--- src/hw/rtl/tlvks_pkg.sv ---
// Shared constants for the TLV record key search core.
`timescale 1ns / 1ps

package tlvks_pkg;

   localparam int POSITION_BITS_DEFAULT = 32;

   // Configuration register indexes
   localparam int CSR_INDEX_BITS = 4;
   localparam logic [CSR_INDEX_BITS-1:0] CSR_SEARCH_KEY = 4'd0;
   localparam logic [CSR_INDEX_BITS-1:0] CSR_INT_TYPE   = 4'd1;
   localparam logic [CSR_INDEX_BITS-1:0] CSR_REAL_TYPE  = 4'd2;
   localparam logic [CSR_INDEX_BITS-1:0] CSR_TEXT_TYPE  = 4'd3;

   // Configuration reset values
   localparam logic [31:0] SEARCH_KEY_RESET = 32'd0;
   localparam logic [7:0]  INT_TYPE_RESET   = 8'd0;
   localparam logic [7:0]  REAL_TYPE_RESET  = 8'd1;
   localparam logic [7:0]  TEXT_TYPE_RESET  = 8'd2;

   // Result status codes
   localparam logic [1:0] ST_FOUND     = 2'd0;
   localparam logic [1:0] ST_NOT_FOUND = 2'd1;
   localparam logic [1:0] ST_MALFORMED = 2'd2;

   // Reported record types
   localparam logic [1:0] KIND_INT  = 2'd0;
   localparam logic [1:0] KIND_REAL = 2'd1;
   localparam logic [1:0] KIND_TEXT = 2'd2;

endpackage

--- src/hw/rtl/tlv_record_key_search_core.sv ---
// TLV record key search core: parses a record byte stream and reports the first key match.
//
// One payload byte is taken per cycle, back to back, with no gaps between records or payloads.
// Each accepted item updates the parser state in the same cycle; an answer (found, clean end
// without a match, or malformed) is loaded into the output register and shows on rsp_* in the
// cycle after the transfer that caused it. At most one answer is given per payload; bytes after
// it are dropped until end_of_payload. req_ready stays high unless a held answer is not being
// taken, so the only thing that slows input is back-pressure on the result channel. Writes on
// the csr_* port are always accepted and should be made while no payload is in progress.
`timescale 1ns / 1ps

module tlv_record_key_search_core #(
   parameter int POSITION_BITS = tlvks_pkg::POSITION_BITS_DEFAULT
) (
   input  logic        clock,
   input  logic        reset,

   input  logic        req_valid,
   output logic        req_ready,
   input  logic [7:0]  req_data_byte,
   input  logic        req_byte_valid,
   input  logic        req_end_of_payload,

   output logic        rsp_valid,
   input  logic        rsp_ready,
   output logic [1:0]  rsp_status,
   output logic [1:0]  rsp_found_type,
   output logic [63:0] rsp_value_bits,
   output logic [30:0] rsp_text_length,
   output logic [31:0] rsp_text_offset,

   input  logic        csr_valid,
   output logic        csr_ready,
   input  logic [tlvks_pkg::CSR_INDEX_BITS-1:0] csr_index,
   input  logic [31:0] csr_wdata
);

   // Parse phases
   localparam logic [2:0] PH_KEY   = 3'd0;
   localparam logic [2:0] PH_TYPE  = 3'd1;
   localparam logic [2:0] PH_VALUE = 3'd2;
   localparam logic [2:0] PH_TLEN  = 3'd3;
   localparam logic [2:0] PH_TEXT  = 3'd4;

   localparam int LW = (POSITION_BITS > 31) ? POSITION_BITS : 31;

   // configuration
   logic [31:0] search_key_ff;
   logic [7:0]  int_type_ff, real_type_ff, text_type_ff;

   // parser state
   logic [2:0]               phase_ff, phase_in;
   logic [2:0]               idx_ff, idx_in;
   logic [31:0]              key_ff, key_in;
   logic [1:0]               kind_ff, kind_in;
   logic [63:0]              val_ff, val_in;
   logic [30:0]              rem_ff, rem_in;
   logic [POSITION_BITS-1:0] pos_ff, pos_in;
   logic                     answered_ff, answered_in;

   // output register
   logic        rsp_valid_ff, rsp_valid_in;
   logic [1:0]  status_ff, status_in;
   logic [1:0]  ftype_ff, ftype_in;
   logic [63:0] vbits_ff, vbits_in;
   logic [30:0] tlen_ff, tlen_in;
   logic [31:0] toff_ff, toff_in;

   logic                     req_fire, rsp_fire, byte_go, hit, rec_done;
   logic [POSITION_BITS-1:0] pos_after, off_p;
   logic [LW-1:0]            off_w;
   logic [30:0]              len_sel;

   assign req_ready = !rsp_valid_ff || rsp_ready;
   assign req_fire  = req_valid && req_ready;
   assign rsp_fire  = rsp_valid_ff && rsp_ready;
   assign csr_ready = 1'b1;
   assign byte_go   = req_fire && req_byte_valid && !answered_ff;
   assign pos_after = pos_ff + POSITION_BITS'(1);

   // text offset = position after the last text byte minus the text length, modulo position size
   assign len_sel = (phase_ff == PH_TLEN) ? 31'd0 : val_ff[30:0];
   assign off_w   = LW'(pos_after) - LW'(len_sel);
   assign off_p   = off_w[POSITION_BITS-1:0];

   always_comb begin
      phase_in    = phase_ff;
      idx_in      = idx_ff;
      key_in      = key_ff;
      kind_in     = kind_ff;
      val_in      = val_ff;
      rem_in      = rem_ff;
      pos_in      = pos_ff;
      answered_in = answered_ff;
      hit         = 1'b0;
      rec_done    = 1'b0;
      status_in   = tlvks_pkg::ST_FOUND;
      ftype_in    = tlvks_pkg::KIND_INT;
      vbits_in    = 64'd0;
      tlen_in     = 31'd0;
      toff_in     = 32'd0;

      if (byte_go) begin
         pos_in = pos_after;
         unique case (phase_ff)
            PH_KEY: begin
               key_in[{idx_ff[1:0], 3'b000} +: 8] = req_data_byte;
               idx_in = idx_ff + 3'd1;
               if (idx_ff == 3'd3) begin
                  idx_in   = 3'd0;
                  phase_in = PH_TYPE;
               end
            end
            PH_TYPE: begin
               val_in = 64'd0;
               idx_in = 3'd0;
               if (req_data_byte == int_type_ff) begin
                  kind_in  = tlvks_pkg::KIND_INT;
                  phase_in = PH_VALUE;
               end else if (req_data_byte == real_type_ff) begin
                  kind_in  = tlvks_pkg::KIND_REAL;
                  phase_in = PH_VALUE;
               end else if (req_data_byte == text_type_ff) begin
                  kind_in  = tlvks_pkg::KIND_TEXT;
                  phase_in = PH_TLEN;
               end else begin
                  answered_in = 1'b1;
                  hit         = 1'b1;
                  status_in   = tlvks_pkg::ST_MALFORMED;
               end
            end
            PH_VALUE: begin
               val_in[{idx_ff, 3'b000} +: 8] = req_data_byte;
               idx_in = idx_ff + 3'd1;
               if (idx_ff == 3'd7) begin
                  rec_done = 1'b1;
               end
            end
            PH_TLEN: begin
               val_in[{idx_ff[1:0], 3'b000} +: 8] = req_data_byte;
               idx_in = idx_ff + 3'd1;
               if (idx_ff == 3'd3) begin
                  idx_in = 3'd0;
                  if (req_data_byte[7]) begin
                     answered_in = 1'b1;
                     hit         = 1'b1;
                     status_in   = tlvks_pkg::ST_MALFORMED;
                  end else begin
                     rem_in = val_in[30:0];
                     if (val_in[30:0] == 31'd0) begin
                        rec_done = 1'b1;
                     end else begin
                        phase_in = PH_TEXT;
                     end
                  end
               end
            end
            PH_TEXT: begin
               rem_in = rem_ff - 31'd1;
               if (rem_ff == 31'd1) begin
                  rec_done = 1'b1;
               end
            end
            default: begin
               phase_in = PH_KEY;
            end
         endcase

         if (rec_done) begin
            if (key_ff == search_key_ff) begin
               answered_in = 1'b1;
               hit         = 1'b1;
               status_in   = tlvks_pkg::ST_FOUND;
               ftype_in    = kind_ff;
               if (kind_ff == tlvks_pkg::KIND_TEXT) begin
                  tlen_in = val_in[30:0];
                  toff_in = 32'(off_p);
               end else begin
                  vbits_in = val_in;
               end
            end else begin
               phase_in = PH_KEY;
               idx_in   = 3'd0;
               key_in   = 32'd0;
               val_in   = 64'd0;
            end
         end
      end

      if (req_fire && req_end_of_payload) begin
         if (!answered_in) begin
            hit       = 1'b1;
            status_in = (phase_in == PH_KEY && idx_in == 3'd0) ? tlvks_pkg::ST_NOT_FOUND
                                                               : tlvks_pkg::ST_MALFORMED;
         end
         phase_in    = PH_KEY;
         idx_in      = 3'd0;
         key_in      = 32'd0;
         kind_in     = tlvks_pkg::KIND_INT;
         val_in      = 64'd0;
         rem_in      = 31'd0;
         pos_in      = '0;
         answered_in = 1'b0;
      end

      rsp_valid_in = rsp_valid_ff;
      if (hit) begin
         rsp_valid_in = 1'b1;
      end else if (rsp_fire) begin
         rsp_valid_in = 1'b0;
      end
   end

   always_ff @(posedge clock) begin
      if (reset) begin
         search_key_ff <= tlvks_pkg::SEARCH_KEY_RESET;
         int_type_ff   <= tlvks_pkg::INT_TYPE_RESET;
         real_type_ff  <= tlvks_pkg::REAL_TYPE_RESET;
         text_type_ff  <= tlvks_pkg::TEXT_TYPE_RESET;
      end else if (csr_valid && csr_ready) begin
         unique case (csr_index)
            tlvks_pkg::CSR_SEARCH_KEY: search_key_ff <= csr_wdata;
            tlvks_pkg::CSR_INT_TYPE:   int_type_ff   <= csr_wdata[7:0];
            tlvks_pkg::CSR_REAL_TYPE:  real_type_ff  <= csr_wdata[7:0];
            tlvks_pkg::CSR_TEXT_TYPE:  text_type_ff  <= csr_wdata[7:0];
            default: begin
            end
         endcase
      end
   end

   always_ff @(posedge clock) begin
      if (reset) begin
         phase_ff     <= PH_KEY;
         idx_ff       <= 3'd0;
         key_ff       <= 32'd0;
         kind_ff      <= tlvks_pkg::KIND_INT;
         val_ff       <= 64'd0;
         rem_ff       <= 31'd0;
         pos_ff       <= '0;
         answered_ff  <= 1'b0;
         rsp_valid_ff <= 1'b0;
      end else begin
         phase_ff     <= phase_in;
         idx_ff       <= idx_in;
         key_ff       <= key_in;
         kind_ff      <= kind_in;
         val_ff       <= val_in;
         rem_ff       <= rem_in;
         pos_ff       <= pos_in;
         answered_ff  <= answered_in;
         rsp_valid_ff <= rsp_valid_in;
      end
   end

   // result payload, loaded only on a new answer
   always_ff @(posedge clock) begin
      if (hit) begin
         status_ff <= status_in;
         ftype_ff  <= ftype_in;
         vbits_ff  <= vbits_in;
         tlen_ff   <= tlen_in;
         toff_ff   <= toff_in;
      end
   end

   assign rsp_valid       = rsp_valid_ff;
   assign rsp_status      = status_ff;
   assign rsp_found_type  = ftype_ff;
   assign rsp_value_bits  = vbits_ff;
   assign rsp_text_length = tlen_ff;
   assign rsp_text_offset = toff_ff;

`ifndef SYNTHESIS
   a_text_count_live: assert property (@(posedge clock) disable iff (reset)
      (phase_ff == PH_TEXT && !answered_ff) |-> rem_ff != 31'd0)
      else $error("text phase entered with no bytes remaining");

   a_end_clears: assert property (@(posedge clock) disable iff (reset)
      (req_fire && req_end_of_payload) |=>
         (phase_ff == PH_KEY && idx_ff == 3'd0 && !answered_ff && pos_ff == '0))
      else $error("parser not cleared after end of payload");

   a_miss_fields_zero: assert property (@(posedge clock) disable iff (reset)
      (rsp_valid && rsp_status != tlvks_pkg::ST_FOUND) |->
         (rsp_found_type == tlvks_pkg::KIND_INT && rsp_value_bits == 64'd0 &&
          rsp_text_length == 31'd0 && rsp_text_offset == 32'd0))
      else $error("non-found answer carries record fields");

   a_text_no_value: assert property (@(posedge clock) disable iff (reset)
      (rsp_valid && rsp_status == tlvks_pkg::ST_FOUND &&
       rsp_found_type == tlvks_pkg::KIND_TEXT) |-> rsp_value_bits == 64'd0)
      else $error("text answer carries value bits");

   a_one_answer: assert property (@(posedge clock) disable iff (reset)
      (answered_ff && !(req_fire && req_end_of_payload)) |=> answered_ff)
      else $error("answered flag dropped before end of payload");
`endif

endmodule

--- config.mk ---
export PLATFORM = sky130hd
export DESIGN_NAME = tlv_record_key_search_core
export DESIGN_NICKNAME = d
export VERILOG_FILES = /design/src/hw/rtl/tlvks_pkg.sv /design/src/hw/rtl/tlv_record_key_search_core.sv
export SDC_FILE = /design/constraint.sdc
export NUM_CORES = 1
export LEC_CHECK = 0
export BUFFER_PORTS_ARGS = -buffer_cell sky130_fd_sc_hd__buf_2
export CAP_MARGIN = 5
export CORE_MARGIN = 2
export CORE_UTILIZATION = 60
export CTS_BUF_LIST = sky130_fd_sc_hd__clkbuf_4 sky130_fd_sc_hd__clkbuf_8
export DETAILED_ROUTE_END_ITERATION = 6
export PLACE_DENSITY = 0.78
export SLEW_MARGIN = 20
export SYNTH_ARGS = -nofsm -noshare
export SYNTH_HDL_FRONTEND = slang
export SYNTH_SLANG_ARGS = --single-unit
export TNS_END_PERCENT = 10
--- constraint.sdc ---
create_clock -name clock -period 7.75 [get_ports clock]
set_clock_uncertainty 0.05 [all_clocks]
set_input_delay 1.1625 -clock clock [delete_from_list [all_inputs] [get_ports clock]]
set_output_delay 1.1625 -clock clock [all_outputs]
set_load 0.01 [all_outputs]
==> results by group, run 1 <==
Outcome
  • Outcome: complete, but fails checks
  • Failing checks: DRC

Critical path
  • Setup crit start: idx_ff[0]
  • CP Class: reg2reg
  • CP startpoint kind: flip-flop
  • Crit path max fanout: 81
  • Reg2reg start: idx_ff[0]
  • CP cell instances: inv_1 -> ha_1 -> nor3b_2 -> a22oi_1 -> nand4_1 -> or4_4 -> o41ai_4 -> and3_1 -> nor2_1 -> nand2_4 -> buf_12
  • Critical path endpoint category: flip-flop
  • Worst path max stage delay: 0.82 ns
  • Worst endpoint required time: 7.96 ns
  • R2R cell count: 11
  • Arr. time, crit path: 6.09 ns
  • CP max-delay cell: dfxtp_1

Cells and area
  • Register area: 0.00844 mm²
  • Antenna cells: 0
  • Final Util: 68.1%
  • Layout Nets: 2317
  • Multi-input logic area: 0.00930 mm²
  • Fin cells: 2664
  • Layout cell share with drive strength beyond 1: 15.1%
  • Final-layout fill cell count: 2528
  • Area Growth Syn to Fin: 12.4%
  • Final Cell Area: 0.0207 mm²

STA
  • F_max: 170 MHz
  • Slew margin rel.: 22.6%
  • Endpoints failing hold: 0
  • Fin crit period: 5.88 ns
  • Setup TNS: 0 ns
  • Unrepaired setup endpoints after global routing: false
  • Tcrit/Tclk final: 75.9%
  • Max-slew violation count: 0
  • Setup violators final: 0
  • Tightest Pin Transition: 1.16 ns

Clock network
  • CTS clk-pin slew, worst paths: 0.06 ns
  • CTS tree: yes
  • Root Buffer: clkbuf_8
  • CTS Hold Bufs: 0
  • CTS Buf Count: 57
  • Post-CTS sizing: 0
  • Clock Latency Late Sink: 0.62 ns
  • Sinks on the clock net: 356
  • Clock buffer depth: 3
  • H-tree Lvls: 2
  • Setup bufs post-CTS: 0

GRT
  • Pin count of the biggest net entering global routing: 98
  • Vias in the first global route: 15201
  • Total gr overflow: 0
  • Initial antenna violation count: 1
  • First-pass GRT wire length: 82.3 mm
  • GRT Overall Usage: 32.6%

Floorplan
  • Initial core utilization: 60.6%
  • Core outline area: 0.0304 mm²
  • Die width: 179 µm
  • Die area: 0.0321 mm²
  • Std cell rows: 64
  • I/O pin total: 185
  • Die height: 179 µm

Drt
  • Vias per inst: 6.28
  • DR WL met3: 4.62 mm
  • Met1 WL: 23.4 mm
  • Via count: 16739
  • DR pass1 iterations: 7
  • DRT iter0 DRCs: 1990
  • DRC viols: 4
  • Drt wl/cell: 20.1 µm
  • Drt total wl: 53.5 mm
  • Wire length on met2: 24.0 mm
  • ANT nets after route: 0
  • Top sig layer: met5

Synth
  • Cell taking the most area after synthesis: dfxtp_1
  • Fraction of registers with async set/reset: 0%
  • Seq/Total Area, Yosys: 45.8%
  • Seq cells post-synth: 356
  • Syn_area_per_cell: 8.75 µm²
  • Yosys cell types: 77
  • Ys Warns: 0
  • Main flop type after synthesis: dfxtp_1
  • Count leader, synth: nor2_1
  • Post-Synthesis Cells: 2106
  • Post-synth top area share: 24.4%
  • Top cell types by occurrence after synthesis: nor2_1 (380), dfxtp_1 (225), nand2_1 (196)
  • Post-synthesis cell area: 0.0184 mm²
  • Synth Net Count: 2202
  • Ranking of synthesized cells by area: dfxtp_1 (24%), edfxtp_1 (21%), nor2_1 (7.7%)
  • Number of synthesized flops with an enable pin: 131

Power
  • Comb pwr share: 5.9%
  • Leak pwr: 7.90 nW
  • Power share of the clock group: 44.2%
  • Sequential Power Share: 49.8%
  • Switch share: 23.6%
  • Maximum vdd drop: 0.148 mV
  • Internal: 3.01 mW
  • PD cells: 191 mW/mm²
  • P_sw: 0.932 mW
  • Total power: 3.95 mW

Placed design
  • HPWL after DPL: 37.0 mm
  • Placed Area: 0.0194 mm²
  • Routability congestion estimate: 0.973
  • DP Cell Count: 2557
  • Port Buf Inserts: 183

Hold path
  • Worst Hold Class: reg2reg
  • Cells on Worst Hold Path: 2
  • Worst hold start: rem_ff[28]

Flow run
  • Max-Cap Viols: 0
sequential cells by signal, indices dropped and copies added, names as in the netlist, 8 cells and up:
register         cells
rsp_value_bits      64
val_ff              64
key_ff              32
pos_ff              32
rsp_text_offset     32
search_key_ff       32
rem_ff              31
rsp_text_length     31
int_type_ff          8
real_type_ff         8
text_type_ff         8
cell families after synthesis:
group / after synthesis / share of synthesized area, %
and+or+nand+nor: 871 / 21.3
AOI/OAI and AO/OA: 498 / 18.2
other: 1 / 0.0203
xor gates and xnor gates: 129 / 6.13
buffers and inverters: 180 / 4.10
adders and majority gates: 46 / 3.15
DFF: 356 / 45.8
muxes: 25 / 1.37
power groups by stage:
stage / clock network (mW) / logic, mW / registers [mW]
after global placement: 0 / 0.222 / 2.01
after global routing: 1.84 / 0.252 / 1.97
final: 1.75 / 0.234 / 1.97
after floorplan: 0 / 0.140 / 2.02
after detailed placement: 0 / 0.226 / 2.01
after CTS: 1.76 / 0.227 / 1.97
cells in the final DEF (no fill, tap or decap), types with 6 or more instances in the layout:
cell,count
a21o_1,18
nor2b_1,21
nor2_1,380
ha_1,44
clkbuf_4,23
a22oi_1,57
nand4_1,32
or3_1,27
nand2b_1,11
a21oi_1,171
mux2i_1,23
and2_1,29
xnor2_1,60
edfxtp_1,131
clkbuf_8,63
clkinv_1,8
a31oi_1,12
nand2_1,195
inv_1,27
nand3_1,39
dfxtp_1,225
buf_2,183
nor3_1,79
o22ai_1,6
a222oi_1,13
a211oi_1,8
and3_1,13
a22o_1,6
o31a_1,6
nor4_1,18
o21ai_0,67
a32oi_1,54
xor2_1,69
a221oi_1,20
buf_4,22
per-stage QoR:
stage | hold slack [ns] | setup slack (ns)
CTS | 0.403 | 1.98
finish | 0.406 | 1.87
global placement | 0.385 | 2.23
detailed placement | 0.396 | 2.00
floorplan | 0.378 | 1.10
global route | 0.432 | 1.53
area by class of cell:
cell class,instances,share of cell area [%]
Clock inverter,20,0.985
Tap cell,396,2.39
Multi-Input combinational cell,1570,44.9
Timing Repair Buffer,207,5.45
Clock buffer,86,5.02
Inverter,29,0.526
Sequential cell,356,40.7
layer usage:
layer,global-route usage [%],vias up
met5,0,-
met4,10.7,2
met3,6.19,117
met2,49.3,837
met1,47.0,7952
li1,-,7831
critical path, delay by kind of cell, from the launching register on:
family	cells	cell delay (ns)
flip-flops	1	0.82
AND/OR/NAND/NOR	6	2.12
buffers and inverters	2	0.78
adder cells (fa/ha/maj)	1	0.77
AO/OA/AOI/OAI	2	0.92
worst paths after layout:
check                         to  slack [ns]
max reg2reg  rsp_text_offset[20]        1.87
min                   rem_ff[28]        0.41
min reg2reg           rem_ff[28]        0.41
max          rsp_text_offset[20]        1.87
Power figures use the tool's default switching activity.
==> run 2, diff against run 1 <==
ABC_AREA = 1   (was unset)
clock period = 5.9 ns   (was 7.75 ns; I/O delays follow)
==> results by group, run 2 <==
Drt
  • ANT nets after route: 0
  • DRT iter0 DRCs: 2352
  • Drt total wl: 66.7 mm
  • DR pass1 iterations: 7
  • Via count: 19430
  • Vias per inst: 5.90
  • DRC viols: 29
  • Drt wl/cell: 20.2 µm

Synth
  • Cell taking the most area after synthesis: dfxtp_1
  • Count leader, synth: nand2_1
  • Seq cells post-synth: 356
  • Fraction of registers with async set/reset: 0%
  • Synth Net Count: 2766
  • Syn_area_per_cell: 7.38 µm²
  • Seq/Total Area, Yosys: 42.8%
  • Top cell types by occurrence after synthesis: nand2_1 (548), nor2_1 (338), a21oi_1 (303)
  • Post-synthesis cell area: 0.0197 mm²
  • Number of synthesized flops with an enable pin: 131
  • Ranking of synthesized cells by area: dfxtp_1 (23%), edfxtp_1 (20%), nand2_1 (10%)
  • Post-synth top area share: 22.9%
  • Ys Warns: 0
  • Yosys cell types: 59
  • Main flop type after synthesis: dfxtp_1
  • Post-Synthesis Cells: 2670

Critical path
  • CP Class: reg2reg
  • CP top delay family: simple AND/OR/NAND/NOR gates
  • CP bufs+invs: 4
  • Arr. time, crit path: 5.14 ns
  • CP startpoint kind: flip-flop
  • Worst endpoint required time: 6.16 ns
  • CP max-delay cell: inv_2
  • CP dominant cell by count: nor2_1
  • Crit path max fanout: 52
  • Critical path endpoint category: flip-flop
  • Worst path max stage delay: 0.67 ns
  • CP cell instances: inv_1 -> ha_1 -> inv_2 -> nand2_1 -> o21ai_1 -> nor2_1 -> nand2_1 -> nor2_1 -> nand3_2 -> nand2_4 -> nand3_4 -> nand3_1 -> nor2_1 -> inv_1 -> nand2_4 -> buf_12

Clock network
  • H-tree Lvls: 2
  • Sinks on the clock net: 356
  • Root Buffer: clkbuf_8
  • CTS Buf Count: 57
  • CTS tree: yes
  • CTS clk-pin slew, worst paths: 0.07 ns
  • CTS Hold Bufs: 0
  • Setup bufs post-CTS: 0
  • Post-CTS sizing: 0
  • Clock buffer depth: 3
  • Clock Latency Late Sink: 0.68 ns

Placed design
  • Port Buf Inserts: 183
  • HPWL after DPL: 48.3 mm
  • DP Cell Count: 3191
  • Routability congestion estimate: 1.04

STA
  • Max-slew violation count: 0
  • Tightest Pin Transition: 1.12 ns
  • Hold Slack: 0.385 ns
  • Fin crit period: 4.88 ns
  • Tcrit/Tclk final: 82.6%
  • Slew margin rel.: 25.4%
  • Endpoints failing hold: 0
  • Setup violators final: 0
  • Unrepaired setup endpoints after global routing: false
  • F_max: 205 MHz
  • Setup TNS: 0 ns

Power
  • Leak pwr: 9.28 nW
  • Total power: 5.60 mW
  • PD cells: 254 mW/mm²
  • Maximum vdd drop: 0.243 mV

Hold path
  • Worst Hold Class: in2reg

Cells and area
  • Antenna cells: 0
  • Area Growth Syn to Fin: 11.9%
  • Register area: 0.00844 mm²
  • Layout cell share with drive strength beyond 1: 13.2%
  • Commonest non-fill, non-tap cell in the layout: nand2_1
  • Final-layout fill cell count: 2723
  • Layout Nets: 2904
  • Multi-input logic area: 0.00956 mm²
  • Fin cells: 3296
  • Final Util: 67.9%
  • Commonest non-fill, non-tap cells in the layout: nand2_1 (546), nor2_1 (337), a21oi_1 (303)

Outcome
  • Outcome: complete, but fails checks
  • Failing checks: DRC

Floorplan
  • Initial core utilization: 60.7%
  • Die height: 185 µm
  • Std cell rows: 66
  • Core outline area: 0.0325 mm²
  • Die width: 185 µm
  • I/O pin total: 185
  • Die area: 0.0343 mm²

GRT
  • Total gr overflow: 0
  • Vias in the first global route: 17653
  • Grt met2 use: 61.2%
  • Met3 usage: 8.14%
  • Pin count of the biggest net entering global routing: 91
  • First-pass GRT wire length: 100 mm
  • GR Util met1: 49.7%
  • GR peak layer: met2
  • Initial antenna violation count: 2
  • GRT Overall Usage: 38.4%

Flow run
  • Max-Cap Viols: 0
## run 2: per-layer routing
| layer | wire length (µm) | vias to the layer above |
|---|---|---|
| met5 | 24 | - |
| met4 | 3440 | 4 |
| met3 | 6120 | 183 |
| met2 | 30300 | 1076 |
| met1 | 26800 | 9043 |
| li1 | - | 9124 |
## run 2: cells by family after synthesis
family | after synthesis | synth area share (%)
simple gates | 1091 | 23.1
compound gates | 651 | 18.2
buf+inv | 434 | 8.88
flops | 356 | 42.8
xor+xnor | 91 | 4.05
fa+ha+maj | 45 | 2.90
other cells | 1 | 0.0190
mux | 1 | 0.0508
## run 2: power breakdown
part / internal, mW / switching, mW
clock: 1.26 / 1.03
combinational: 0.204 / 0.452
sequential: 2.61 / 0.0439
total: 4.08 / 1.52
## run 2: metrics by stage
step | setup WS [ns] | instance area [µm²]
after global routing | 0.751 | 22000
final | 1.02 | 22000
after CTS | 1.15 | 22000
after floorplan | 0.0732 | 19700
after detailed placement | 1.21 | 20800
after global placement | 1.32 | 20800
## run 2: final cells by class
cell class	instances	area share, %
well taps	442	2.51
clock buffers	86	4.89
flip-flops and latches	356	38.3
repair buffers	206	5.00
multi-input cells	1880	43.4
inverters	307	5.23
clock inverters	19	0.721
## run 2: final timing paths
kind                    startpoint                   to  slack (ns)  cells past startpoint
setup / recovery         idx_ff[0]  rsp_text_length[16]        1.02                     16
hold / removal               reset      text_type_ff[5]        0.39                      2
setup reg to reg         idx_ff[0]  rsp_text_length[16]        1.02                     16
hold reg to reg   search_key_ff[4]     search_key_ff[4]        0.41                      2
